[src/hdl/tdcepm_pkg.sv]
`timescale 1ns / 1ps
package tdcepm_pkg;

  localparam int MAX_MULT = 8;
  localparam int IDX_W    = (MAX_MULT > 1) ? $clog2(MAX_MULT) : 1;

  localparam int CH_W   = 16;
  localparam int T_W    = 32;
  localparam int PAIR_W = 15;
  localparam int CNT_W  = 5;
  localparam int MC_W   = 15;

  localparam logic [CNT_W-1:0] CNT_MAX   = 5'd31;
  localparam logic [MC_W-1:0]  MULTI_MAX = 15'd32767;

  localparam int ADDR_W    = 5;
  localparam int DATA_W    = 32;
  localparam int REG_IDX_W = 3;

  localparam logic [REG_IDX_W-1:0] REG_WINDOW_LOW    = 3'd0;
  localparam logic [REG_IDX_W-1:0] REG_WINDOW_HIGH   = 3'd1;
  localparam logic [REG_IDX_W-1:0] REG_WINDOW_ENABLE = 3'd2;
  localparam logic [REG_IDX_W-1:0] REG_SKIP_MULTI    = 3'd3;
  localparam logic [REG_IDX_W-1:0] REG_MIN_TOT       = 3'd4;

  localparam logic KIND_MATCH   = 1'b0;
  localparam logic KIND_SUMMARY = 1'b1;

  localparam int OQ_DEPTH = 4;
  localparam int OQ_PTR_W = $clog2(OQ_DEPTH);

  typedef struct packed {
    logic signed [T_W-1:0] window_low;
    logic signed [T_W-1:0] window_high;
    logic                  window_enable;
    logic                  skip_multi;
    logic signed [T_W-1:0] min_tot;
  } cfg_t;

  typedef struct packed {
    logic [CH_W-1:0]       channel;
    logic signed [T_W-1:0] hit_time;
    logic signed [T_W-1:0] ref_time;
    logic                  event_end;
  } hit_t;

  typedef struct packed {
    logic                  kind;
    logic [CH_W-1:0]       lead_channel;
    logic signed [T_W-1:0] sync_time;
    logic [MC_W-1:0]       multi_count;
    logic                  last;
  } res_t;

  typedef struct packed {
    logic [1:0] n;
    res_t       r0;
    res_t       r1;
  } push_t;

endpackage

[src/hdl/tdcepm_ifs.sv]
`timescale 1ns / 1ps
interface tdcepm_hit_if import tdcepm_pkg::*; ();
  logic                  valid;
  logic                  ready;
  logic [CH_W-1:0]       channel;
  logic signed [T_W-1:0] hit_time;
  logic signed [T_W-1:0] ref_time;
  logic                  event_end;

  modport source (output valid, channel, hit_time, ref_time, event_end, input ready);
  modport sink (input valid, channel, hit_time, ref_time, event_end, output ready);
endinterface

interface tdcepm_res_if import tdcepm_pkg::*; ();
  logic                  valid;
  logic                  ready;
  logic                  kind;
  logic [CH_W-1:0]       lead_channel;
  logic signed [T_W-1:0] sync_time;
  logic [MC_W-1:0]       multi_count;
  logic                  last;

  modport source (output valid, kind, lead_channel, sync_time, multi_count, last,
                  input ready);
  modport sink (input valid, kind, lead_channel, sync_time, multi_count, last,
                output ready);
endinterface

[src/hdl/tdc_edge_pair_matcher_core.sv]
`timescale 1ns / 1ps
// TDC leading/trailing edge pair matcher. Hits enter on the hit channel sorted by channel
// number; even channels are leading edges, the next odd channel the trailing edges of the
// same pair. Each hit is taken into an input register and processed, once the output
// queue has room, by one pass of compare and subtract logic against the open group,
// whose leading times sit in an 8-entry register buffer; the results it causes (a
// matched leading time when a group closes, a summary with the multi-hit count at the
// end of an event, at most two per hit) go into a 4-deep output queue. A hit can be
// accepted every cycle while the output queue has room. The output queue drains one
// result per cycle while the sink is ready, so a sustained rate of one hit per cycle
// holds as long as the results leave as fast as they are produced. Configuration goes
// through an APB port, one register per word.
module tdc_edge_pair_matcher_core import tdcepm_pkg::*; (
  input  logic              clk,
  input  logic              rst,
  tdcepm_hit_if.sink        hit,
  tdcepm_res_if.source      res,
  input  logic              psel,
  input  logic              penable,
  input  logic              pwrite,
  input  logic [ADDR_W-1:0] paddr,
  input  logic [DATA_W-1:0] pwdata,
  output logic [DATA_W-1:0] prdata,
  output logic              pready
);

  cfg_t  cfg;
  hit_t  in_hit;
  push_t push;
  logic  room;
  res_t  out_res;

  assign in_hit.channel   = hit.channel;
  assign in_hit.hit_time  = hit.hit_time;
  assign in_hit.ref_time  = hit.ref_time;
  assign in_hit.event_end = hit.event_end;

  tdcepm_regs u_regs (
    .clk     (clk),
    .rst     (rst),
    .psel    (psel),
    .penable (penable),
    .pwrite  (pwrite),
    .paddr   (paddr),
    .pwdata  (pwdata),
    .prdata  (prdata),
    .pready  (pready),
    .cfg     (cfg)
  );

  tdcepm_match u_match (
    .clk      (clk),
    .rst      (rst),
    .cfg      (cfg),
    .in_valid (hit.valid),
    .in_hit   (in_hit),
    .in_ready (hit.ready),
    .room     (room),
    .push     (push)
  );

  tdcepm_outq u_outq (
    .clk       (clk),
    .rst       (rst),
    .push      (push),
    .room      (room),
    .out_valid (res.valid),
    .out_ready (res.ready),
    .out_res   (out_res)
  );

  assign res.kind         = out_res.kind;
  assign res.lead_channel = out_res.lead_channel;
  assign res.sync_time    = out_res.sync_time;
  assign res.multi_count  = out_res.multi_count;
  assign res.last         = out_res.last;

endmodule

[src/hdl/tdcepm_regs.sv]
`timescale 1ns / 1ps
module tdcepm_regs import tdcepm_pkg::*; (
  input  logic              clk,
  input  logic              rst,
  input  logic              psel,
  input  logic              penable,
  input  logic              pwrite,
  input  logic [ADDR_W-1:0] paddr,
  input  logic [DATA_W-1:0] pwdata,
  output logic [DATA_W-1:0] prdata,
  output logic              pready,
  output cfg_t              cfg
);

  logic                 wr;
  logic [REG_IDX_W-1:0] idx;

  assign pready = 1'b1;
  assign idx    = paddr[ADDR_W-1:2];
  assign wr     = psel && penable && pwrite && pready;

  always_ff @(posedge clk) begin
    if (rst) begin
      cfg.window_low    <= '0;
      cfg.window_high   <= '0;
      cfg.window_enable <= 1'b0;
      cfg.skip_multi    <= 1'b1;
      cfg.min_tot       <= '0;
    end else if (wr) begin
      unique case (idx)
        REG_WINDOW_LOW:    cfg.window_low    <= pwdata[T_W-1:0];
        REG_WINDOW_HIGH:   cfg.window_high   <= pwdata[T_W-1:0];
        REG_WINDOW_ENABLE: cfg.window_enable <= pwdata[0];
        REG_SKIP_MULTI:    cfg.skip_multi    <= pwdata[0];
        REG_MIN_TOT:       cfg.min_tot       <= pwdata[T_W-1:0];
        default: ;
      endcase
    end
  end

  always_comb begin
    unique case (idx)
      REG_WINDOW_LOW:    prdata = cfg.window_low;
      REG_WINDOW_HIGH:   prdata = cfg.window_high;
      REG_WINDOW_ENABLE: prdata = {{(DATA_W-1){1'b0}}, cfg.window_enable};
      REG_SKIP_MULTI:    prdata = {{(DATA_W-1){1'b0}}, cfg.skip_multi};
      REG_MIN_TOT:       prdata = cfg.min_tot;
      default:           prdata = '0;
    endcase
  end

endmodule

[src/hdl/tdcepm_match.sv]
`timescale 1ns / 1ps
module tdcepm_match import tdcepm_pkg::*; (
  input  logic  clk,
  input  logic  rst,
  input  cfg_t  cfg,
  input  logic  in_valid,
  input  hit_t  in_hit,
  output logic  in_ready,
  input  logic  room,
  output push_t push
);

  // input register
  hit_t hit_q;
  logic hit_valid;
  logic go;

  // group state
  logic [PAIR_W-1:0]     group_pair;
  logic                  group_open;
  logic [CNT_W-1:0]      lead_count;
  logic [CNT_W-1:0]      trail_count;
  logic                  first_accept_valid;
  logic signed [T_W-1:0] first_accept_time;
  logic [MC_W-1:0]       multi_total;
  logic signed [T_W-1:0] lead_store [MAX_MULT];
  logic signed [T_W-1:0] sync_store [MAX_MULT];

  logic [PAIR_W-1:0]     group_pair_next;
  logic                  group_open_next;
  logic [CNT_W-1:0]      lead_count_next;
  logic [CNT_W-1:0]      trail_count_next;
  logic                  first_accept_valid_next;
  logic signed [T_W-1:0] first_accept_time_next;
  logic [MC_W-1:0]       multi_total_next;

  logic [PAIR_W-1:0]     pair;
  logic                  close1;
  logic                  emit1;
  logic                  emit2;
  logic [CNT_W-1:0]      lc0;
  logic [CNT_W-1:0]      tc0;
  logic                  fav0;
  logic signed [T_W-1:0] fat0;
  logic [MC_W-1:0]       mt_a;
  logic [MC_W-1:0]       mt_b;
  logic                  lead_wr;
  logic [IDX_W-1:0]      lead_idx;
  logic [IDX_W-1:0]      trail_idx;
  logic [T_W:0]          sync_diff;
  logic signed [T_W-1:0] sync_sat;
  logic signed [T_W:0]   tot;
  logic signed [T_W-1:0] s_rd;
  logic                  inwin;
  logic                  ok;
  res_t                  rc1;
  res_t                  rc2;
  res_t                  rsum;
  res_t                  r0;
  res_t                  r1;
  logic [1:0]            cnt;

  function automatic logic group_emits(input logic [CNT_W-1:0] lc,
                                       input logic [CNT_W-1:0] tc,
                                       input logic fav, input cfg_t c);
    logic multi_ok;
    multi_ok = (lc <= CNT_W'(MAX_MULT)) && !c.skip_multi && c.window_enable;
    return (lc == tc) && (lc != '0) && fav && ((lc == CNT_W'(1)) || multi_ok);
  endfunction

  function automatic logic [MC_W-1:0] multi_inc(input logic [MC_W-1:0] mt,
                                                input logic [CNT_W-1:0] lc,
                                                input logic [CNT_W-1:0] tc);
    logic hit_multi;
    hit_multi = (lc == tc) && (lc > CNT_W'(1));
    return (hit_multi && mt != MULTI_MAX) ? mt + MC_W'(1) : mt;
  endfunction

  assign go       = hit_valid && room;
  assign in_ready = !hit_valid || go;

  always_ff @(posedge clk) begin
    if (rst) begin
      hit_valid <= 1'b0;
    end else if (in_ready) begin
      hit_valid <= in_valid;
    end
  end

  always_ff @(posedge clk) begin
    if (in_ready && in_valid) begin
      hit_q <= in_hit;
    end
  end

  always_comb begin
    pair   = hit_q.channel[CH_W-1:1];
    close1 = group_open && (pair != group_pair);
    emit1  = close1 && group_emits(lead_count, trail_count, first_accept_valid, cfg);
    mt_a   = close1 ? multi_inc(multi_total, lead_count, trail_count) : multi_total;

    rc1.kind         = KIND_MATCH;
    rc1.lead_channel = {group_pair, 1'b0};
    rc1.sync_time    = first_accept_time;
    rc1.multi_count  = '0;
    rc1.last         = 1'b0;

    if (!group_open || close1) begin
      group_pair_next = pair;
      lc0  = '0;
      tc0  = '0;
      fav0 = 1'b0;
      fat0 = '0;
    end else begin
      group_pair_next = group_pair;
      lc0  = lead_count;
      tc0  = trail_count;
      fav0 = first_accept_valid;
      fat0 = first_accept_time;
    end

    // sync-relative time of a leading edge, saturated
    sync_diff = {hit_q.hit_time[T_W-1], hit_q.hit_time}
              - {hit_q.ref_time[T_W-1], hit_q.ref_time};
    if (sync_diff[T_W] != sync_diff[T_W-1]) begin
      sync_sat = sync_diff[T_W] ? {1'b1, {(T_W-1){1'b0}}} : {1'b0, {(T_W-1){1'b1}}};
    end else begin
      sync_sat = sync_diff[T_W-1:0];
    end

    lead_idx  = lc0[IDX_W-1:0];
    trail_idx = tc0[IDX_W-1:0];
    lead_wr   = !hit_q.channel[0] && (lc0 < CNT_W'(MAX_MULT));

    // trailing edge pairs with the stored leading edge of the same index
    tot   = {hit_q.hit_time[T_W-1], hit_q.hit_time}
          - {lead_store[trail_idx][T_W-1], lead_store[trail_idx]};
    s_rd  = sync_store[trail_idx];
    inwin = (s_rd > cfg.window_low) && (s_rd < cfg.window_high);
    if (lc0 == CNT_W'(1)) begin
      ok = (tot >= $signed({cfg.min_tot[T_W-1], cfg.min_tot}))
        && (!cfg.window_enable || inwin);
    end else begin
      ok = (tot > $signed({cfg.min_tot[T_W-1], cfg.min_tot})) && inwin;
    end

    lead_count_next         = lc0;
    trail_count_next        = tc0;
    first_accept_valid_next = fav0;
    first_accept_time_next  = fat0;
    if (!hit_q.channel[0]) begin
      if (lc0 != CNT_MAX) lead_count_next = lc0 + CNT_W'(1);
    end else begin
      if ((tc0 < lc0) && (tc0 < CNT_W'(MAX_MULT)) && !fav0 && ok) begin
        first_accept_valid_next = 1'b1;
        first_accept_time_next  = s_rd;
      end
      if (tc0 != CNT_MAX) trail_count_next = tc0 + CNT_W'(1);
    end

    // end of event closes the group and adds the summary
    emit2 = hit_q.event_end &&
            group_emits(lead_count_next, trail_count_next, first_accept_valid_next, cfg);
    mt_b  = hit_q.event_end ? multi_inc(mt_a, lead_count_next, trail_count_next) : mt_a;

    rc2.kind         = KIND_MATCH;
    rc2.lead_channel = {group_pair_next, 1'b0};
    rc2.sync_time    = first_accept_time_next;
    rc2.multi_count  = '0;
    rc2.last         = 1'b0;

    rsum.kind         = KIND_SUMMARY;
    rsum.lead_channel = '0;
    rsum.sync_time    = '0;
    rsum.multi_count  = mt_b;
    rsum.last         = 1'b0;

    group_open_next  = !hit_q.event_end;
    multi_total_next = hit_q.event_end ? '0 : mt_a;

    r0  = rc1;
    r1  = rc2;
    cnt = 2'd0;
    if (emit1) begin
      cnt = 2'd1;
    end
    if (emit2) begin
      if (cnt == 2'd0) r0 = rc2;
      else r1 = rc2;
      cnt = cnt + 2'd1;
    end
    if (hit_q.event_end) begin
      if (cnt == 2'd0) r0 = rsum;
      else r1 = rsum;
      cnt = cnt + 2'd1;
    end
    case (cnt)
      2'd1:    r0.last = 1'b1;
      2'd2:    r1.last = 1'b1;
      default: ;
    endcase

    push.n  = go ? cnt : 2'd0;
    push.r0 = r0;
    push.r1 = r1;
  end

  always_ff @(posedge clk) begin
    if (rst) begin
      group_pair         <= '0;
      group_open         <= 1'b0;
      lead_count         <= '0;
      trail_count        <= '0;
      first_accept_valid <= 1'b0;
      first_accept_time  <= '0;
      multi_total        <= '0;
    end else if (go) begin
      group_pair         <= group_pair_next;
      group_open         <= group_open_next;
      lead_count         <= lead_count_next;
      trail_count        <= trail_count_next;
      first_accept_valid <= first_accept_valid_next;
      first_accept_time  <= first_accept_time_next;
      multi_total        <= multi_total_next;
    end
  end

  always_ff @(posedge clk) begin
    if (go && lead_wr) begin
      lead_store[lead_idx] <= hit_q.hit_time;
      sync_store[lead_idx] <= sync_sat;
    end
  end

endmodule

[src/hdl/tdcepm_outq.sv]
`timescale 1ns / 1ps
module tdcepm_outq import tdcepm_pkg::*; (
  input  logic  clk,
  input  logic  rst,
  input  push_t push,
  output logic  room,
  output logic  out_valid,
  input  logic  out_ready,
  output res_t  out_res
);

  res_t                mem [OQ_DEPTH];
  logic [OQ_PTR_W-1:0] wptr;
  logic [OQ_PTR_W-1:0] rptr;
  logic [OQ_PTR_W:0]   count;
  logic [OQ_PTR_W:0]   count_next;
  logic                pop;

  assign out_valid  = (count != '0);
  assign out_res    = mem[rptr];
  assign pop        = out_valid && out_ready;
  assign room       = (count <= (OQ_PTR_W+1)'(OQ_DEPTH - 2));
  assign count_next = count + {{(OQ_PTR_W-1){1'b0}}, push.n} - {{OQ_PTR_W{1'b0}}, pop};

  always_ff @(posedge clk) begin
    if (rst) begin
      wptr  <= '0;
      rptr  <= '0;
      count <= '0;
    end else begin
      wptr  <= wptr + OQ_PTR_W'(push.n);
      if (pop) rptr <= rptr + OQ_PTR_W'(1);
      count <= count_next;
    end
  end

  always_ff @(posedge clk) begin
    if (push.n != 2'd0) mem[wptr] <= push.r0;
    if (push.n == 2'd2) mem[wptr + OQ_PTR_W'(1)] <= push.r1;
  end

endmodule

[src/flat_wrapper.sv]
// flat-port wrapper written by rule: the top's interface ports become plain ports
module tdc_edge_pair_matcher_core_flat import tdcepm_pkg::*;
  (clk, rst, psel, penable, pwrite, paddr, pwdata, prdata, pready, hit_valid, hit_channel, hit_hit_time, hit_ref_time, hit_event_end, hit_ready, res_valid, res_kind, res_lead_channel, res_sync_time, res_multi_count, res_last, res_ready);
  tdcepm_hit_if hit_i ();
  tdcepm_res_if res_i ();
  input  logic clk;
  input  logic rst;
  input  logic psel;
  input  logic penable;
  input  logic pwrite;
  input  logic [ADDR_W-1:0] paddr;
  input  logic [DATA_W-1:0] pwdata;
  output logic [DATA_W-1:0] prdata;
  output logic pready;
  input wire logic [$bits(hit_i.valid)-1:0] hit_valid;
  input wire logic [$bits(hit_i.channel)-1:0] hit_channel;
  input wire logic [$bits(hit_i.hit_time)-1:0] hit_hit_time;
  input wire logic [$bits(hit_i.ref_time)-1:0] hit_ref_time;
  input wire logic [$bits(hit_i.event_end)-1:0] hit_event_end;
  output wire logic [$bits(hit_i.ready)-1:0] hit_ready;
  output wire logic [$bits(res_i.valid)-1:0] res_valid;
  output wire logic [$bits(res_i.kind)-1:0] res_kind;
  output wire logic [$bits(res_i.lead_channel)-1:0] res_lead_channel;
  output wire logic [$bits(res_i.sync_time)-1:0] res_sync_time;
  output wire logic [$bits(res_i.multi_count)-1:0] res_multi_count;
  output wire logic [$bits(res_i.last)-1:0] res_last;
  input wire logic [$bits(res_i.ready)-1:0] res_ready;
  assign hit_i.valid = hit_valid;
  assign hit_i.channel = hit_channel;
  assign hit_i.hit_time = hit_hit_time;
  assign hit_i.ref_time = hit_ref_time;
  assign hit_i.event_end = hit_event_end;
  assign hit_ready = hit_i.ready;
  assign res_valid = res_i.valid;
  assign res_kind = res_i.kind;
  assign res_lead_channel = res_i.lead_channel;
  assign res_sync_time = res_i.sync_time;
  assign res_multi_count = res_i.multi_count;
  assign res_last = res_i.last;
  assign res_i.ready = res_ready;
  tdc_edge_pair_matcher_core u_core (.clk(clk), .rst(rst), .hit(hit_i), .res(res_i), .psel(psel), .penable(penable), .pwrite(pwrite), .paddr(paddr), .pwdata(pwdata), .prdata(prdata), .pready(pready));
endmodule
[config.mk]
export PLATFORM = sky130hd
export DESIGN_NAME = tdc_edge_pair_matcher_core_flat
export DESIGN_NICKNAME = d
export VERILOG_FILES = /design/src/hdl/tdcepm_pkg.sv /design/src/hdl/tdcepm_ifs.sv /design/src/hdl/tdc_edge_pair_matcher_core.sv /design/src/hdl/tdcepm_regs.sv /design/src/hdl/tdcepm_match.sv /design/src/hdl/tdcepm_outq.sv /design/src/flat_wrapper.sv
export SDC_FILE = /design/constraint.sdc
export NUM_CORES = 2
export LEC_CHECK = 0
export BUFFER_PORTS_ARGS = -buffer_cell sky130_fd_sc_hd__buf_2
export CAP_MARGIN = 0
export CORE_MARGIN = 1.5
export CORE_UTILIZATION = 43
export DETAILED_ROUTE_END_ITERATION = 16
export GPL_ROUTABILITY_DRIVEN = 0
export REMOVE_ABC_BUFFERS = 1
export SLEW_MARGIN = 40
export SYNTH_ARGS = -nofsm -noshare
export SYNTH_HDL_FRONTEND = slang
export SYNTH_SLANG_ARGS = --single-unit
[constraint.sdc]
create_clock -name clk -period 38.7 [get_ports clk]
set_input_delay 7.74 -clock clk [delete_from_list [all_inputs] [get_ports clk]]
set_output_delay 7.74 -clock clk [all_outputs]
set_load 0.01 [all_outputs]
Word level (Yosys, flattened, before mapping)
Memories as Yosys holds them, arrays and structs flattened. A register that Yosys moved wholly into a read port is not among the register bits.
Index checks and enable logic that the tools add are counted.
- flip-flop bits (word level): 261
- memory bits (writable): 772
- output and inout port bits: 100
- word-level logic and storage cells: 161
- memories: 3
- memories (memory ; depth ; width ; read ports ; clocked after Yosys merged registers in ; write ports ; RTL line ; text):
    u_core.u_outq.mem ; 4 ; 65 ; 1 ; 1 ; 2 ; tdcepm_outq.sv:12 ; res_t mem [OQ_DEPTH];
    u_core.u_match.lead_store ; 8 ; 32 ; 1 ; 0 ; 1 ; tdcepm_match.sv:26 ; logic signed [T_W-1:0] lead_store [MAX_MULT];
    u_core.u_match.sync_store ; 8 ; 32 ; 1 ; 0 ; 1 ; tdcepm_match.sv:27 ; logic signed [T_W-1:0] sync_store [MAX_MULT];
- $add $sub $neg: 13
- order comparisons: 12
- eq/ne operators: 18
- multiplexer cells: 41
- reduce and logical (&&, ||, !) cells: 54
- operator list (cell ; count):
    $mux W65 ; 4
    $mux W32 ; 5
    $pmux W32 S5 ; 1
    $mux W64 ; 2
    $mux W15 ; 5
    $sub A32 B32 Y33 ; 2
    $ge A33 B32 Y1 ; 1
    $gt A33 B32 Y1 ; 1
    $gt A32 B32 Y1 ; 1
    $lt A32 B32 Y1 ; 1
    $add A15 B1 Y15 const B ; 2
    $logic_and A1 B1 Y1 ; 30
    $mux W5 ; 6
    $ne A15 B15 Y1 const B ; 2
    $eq A5 B1 Y1 const B ; 3
    $ne A15 B15 Y1 ; 1
    $mux W1 ; 13
    $add A5 B1 Y5 const B ; 2
    $eq A5 B5 Y1 ; 2
    $gt A5 B1 Y1 const B ; 2
    $le A5 B4 Y1 const B ; 2
    $lt A5 B4 Y1 const B ; 2
    $mux W2 ; 5
    $ne A5 B5 Y1 const B ; 2
    other kinds (20) ; 41

Longest topological paths before layout
An unclocked memory read counts as a cell.
- depth after elaboration: 23
- mapped depth: 49

Cells and area by module
Synthesis repeated with hierarchy kept, for this count alone.
- cells, all modules: 3830
- area total of the unflattened synthesis: 52098.7 µm²
- modules (own cells, without submodules) (module ; instances ; cells each ; area each (µm²)):
    tdcepm_match ; 1 ; 2674 ; 34284.1
    tdcepm_outq ; 1 ; 678 ; 13023.7
    tdcepm_regs ; 1 ; 478 ; 4790.8

Worst setup path before layout
No wires, ideal clock.
- path kind: input -> output
- start point: input port paddr[4]
- end point: output port prdata[12]
- data arrival time: 8.986 ns
- path slack: 21.974 ns
- cell stages on the path: 6
- cells stage by stage: clkbuf_1 buf_1 mux2i_1 nor2_1 a21oi_1 nor2_1
- cells in the longest elaborated chain, start to end: 2
- elaborated cells between the ends (all ways): 6
- classes of those cells: eq/ne (4); mux (1); reduce/logical (1)
- RTL lines (item ; RTL line ; text):
    from (decl) ; flat_wrapper.sv:11 ; input logic [ADDR_W-1:0] paddr;
    $eq A3 B3 Y1, or another cell as far along ; tdcepm_regs.sv:42 ; unique case (idx)
    $pmux W32 S5 * ; tdcepm_regs.sv:42 ;
    to (decl) ; flat_wrapper.sv:13 ; output logic [DATA_W-1:0] prdata;
Mark *: on every way between the ends. The rest lies on a longest branch, timed or not.

Final worst setup path
- start point: input port paddr[2]
- end point: output port prdata[18]
The elaborated chain is that of the path after synthesis.

==> flow_summary.yaml <==
status:
  status: "completed"
clock_tree:
  cts.sinks: 1031
  cts_made_buffers: 108
  cts_tree: "yes"
  path_clk_slew_ns: 0.06
  clock_path_buffers: 3
  h-tree-depth: 3
  cts_setup_buffers: 0
  cts-root-buf: "clkbuf_16"
  ctsHoldBuffers: 0
  postCtsResizedCells: 0
  clkLatencyLatePin_ns: 0.71
detailed_routing:
  firstDrtPassIters: 6
  ant_nets: 0
  wirelength_um: 136000
  viasPerCell: 5.71
  wl_per_cell_um: 23.5
  route.detailed.drc: 0
  first_iter_violations: 3279
  vias: 33100
timing:
  fmax_ghz: 0.0567
  slew_viol_final: 0
  rsz0062_at_grt: "false"
  skew_ns: 0.0278
  fin_crit_ns: 17.65
  period_share: 0.456
  max_slew_margin: 0.392
  hold_viol: 0
  worst_slew_pin_slew_ns: 0.907
  timing.setup.tns_ns: 0
  setup_viol: 0
global_route:
  grt_pass1_vias: 32000
  grt_use_total: 0.233
  antenna_found_initial: 22
  grt_first_pass_wirelength_um: 203000
  grt_max_degree: 91
  gr-total-overflow: 0
die:
  rows: 123
  initial_core_util: 0.434
  coreArea_um2: 113000
  die_h_um: 340
  die_w_um: 340
  die-area_um2: 116000
  io_pins: 225
synthesis:
  synth_top_area_share: 0.522
  yosysWarnings: 0
  synthTopCellsByCount: "edfxtp_1 (849), nand2_1 (609), a21oi_1 (280)"
  synth_area_um2: 48900
  synth.avg_cell_area_um2: 12.1
  synth_most_common_cell: "edfxtp_1"
  ys_ff_latch: 1031
  synth_edf_count: 849
  synth_top_cell_by_area: "edfxtp_1"
  post_synth_num_cell_types: 92
  synth_ff_type: "edfxtp_1"
  syn_inst: 4044
  async_flop_share: 0
  ys_seq_area_frac: 0.596
  ys_top_cells_by_area: "edfxtp_1 (52%), dfxtp_1 (7.5%), mux4_2 (5.8%)"
place:
  dp_hpwl_um: 87100
  portBuffers: 220
cells_and_area:
  syn_to_final_growth_pct: 13.9
  drive_gt1_frac: 0.157
  nets: 4512
power_and_ir_drop:
  p_leak_nw: 19.5
  power.total_w: 0.00279
  netSwitchingPower_w: 0.000739
  power-per-cell-area_nw_per_um2: 50.2
  power.share.clock: 0.384
  switching_share: 0.265
  pwr-share-comb: 0.152
  p_int_w: 0.00205
  pwr-share-seq: 0.464
  peakVddDrop_mv: 0.0376
critical_path:
  critPathCaptureType: "output port"
  startpoint_type: "input pin"
  r2r_cells: 43
  cp.arrival_ns: 9.91
  critical_path_class: "input pin to output port"
  critPathMaxFanout: 38
  cp_data_required_time_ns: 30.96
worst_hold_path:
  min_path_type: "register to register"
  whs_path_depth: 2
flow_run:
  maxCapViolations: 0
==> routing by layer <==
metal	routed length, um	track usage	vias up
li1	-	-	15400
met1	58900	0.325	16400
met2	62500	0.370	1213
met3	11800	0.0477	192
met4	2940	0.0614	28
met5	175	0	-
==> layout make-up <==
cell class | count | area (um2)
Tap cell | 1500 | 1880
Clock inverter | 66 | 813
Multi-Input combinational cell | 2593 | 18300
Antenna cell | 7 | 17.5
Inverter | 177 | 667
Fill cell | 9904 | 57000
Timing Repair Buffer | 298 | 1920
Sequential cell | 1031 | 29200
Clock buffer | 135 | 2870
==> path summary, 6_finish.rpt <==
path / end / startpoint / slack, ns
setup reg to reg: u_core.u_outq.mem[0][44]$_DFFE_PP_ / u_core.u_match.hit_q[75]$_DFFE_PP_ / 25.78
setup / recovery: prdata[18] / paddr[2] / 21.05
hold reg to reg: u_core.u_regs.cfg[49]$_SDFFE_PP0P_ / u_core.u_regs.cfg[49]$_SDFFE_PP0P_ / 0.47
hold / removal: u_core.u_regs.cfg[49]$_SDFFE_PP0P_ / u_core.u_regs.cfg[49]$_SDFFE_PP0P_ / 0.47
==> power by group through the flow <==
stage	registers, W	logic, W	clock network, W
6_report	0.00130	0.000424	0.00107
5_1_grt	0.00130	0.000463	0.00113
4_1_cts	0.00130	0.000425	0.00109
3_5_place_dp	0.00132	0.000423	0
3_3_place_gp	0.00132	0.000412	0
2_1_floorplan	0.00132	0.000258	0
==> stage by stage <==
step                cells  utilization  worst slack, ns  hold WS (ns)  cell area, um2
floorplan            3801            -            21.53         0.441           47900
finish               5807        0.494            21.05         0.473           55600
CTS                  5797        0.493            21.15         0.473           55500
detailed placement   5596        0.460            21.16         0.465           51800
global placement     5583        0.457            20.83         0.456           51500
global route         5801        0.494            21.00         0.489           55600
==> kinds of logic after synthesis <==
logic type | after synthesis | share of synthesized area
compound gates | 840 | 0.113
xor+xnor | 113 | 0.0209
fa+ha+maj | 184 | 0.0473
buf+inv | 420 | 0.0340
flops | 1031 | 0.596
mux | 209 | 0.0749
other cells | 2 | 0.000154
simple gates | 1245 | 0.113
==> sequential cells by signal, indices dropped and copies added (netlist names), 2 cells and up, named ones only <==
signal	flops
u_core.u_match.lead_store	256
u_core.u_regs.cfg	98
u_core.u_match.group_pair	15
u_core.u_match.trail_count	5
u_core.u_match.lead_count	5
u_core.u_outq.mem	256
u_core.u_match.multi_total	15
u_core.u_outq.count	3
u_core.u_match.hit_q	81
u_core.u_match.sync_store	256
u_core.u_match.first_accept_time	32
u_core.u_outq.rptr	2
u_core.u_outq.wptr	2
==> layout by cell type (no fill, tap or decap), drive strengths merged, types with 17 or more instances in the layout <==
cell type	instances
a211oi	42
a21o	49
a21oi	284
a22o	129
a31oi	17
a32o	31
and2	17
and3	52
buf	297
clkbuf	136
clkinv	43
dfxtp	182
edfxtp	849
ha	175
inv	177
mux2i	83
mux4	125
nand2	609
nand2b	19
nand3	151
nand4	40
nor2	255
nor3	32
nor4	18
o211ai	17
o21a	22
o21ai	166
xnor2	68
xor2	45
==> critical path, stage by stage <==
cell and delay (ns):
buf_2 0.08, buf_4 0.48, nor2b_4 0.42, buf_8 0.20
buf_16 0.17, a21oi_1 0.08, nor2_1 0.47, buf_2 0.24
Note: power is estimated with default switching activity, not from simulation.
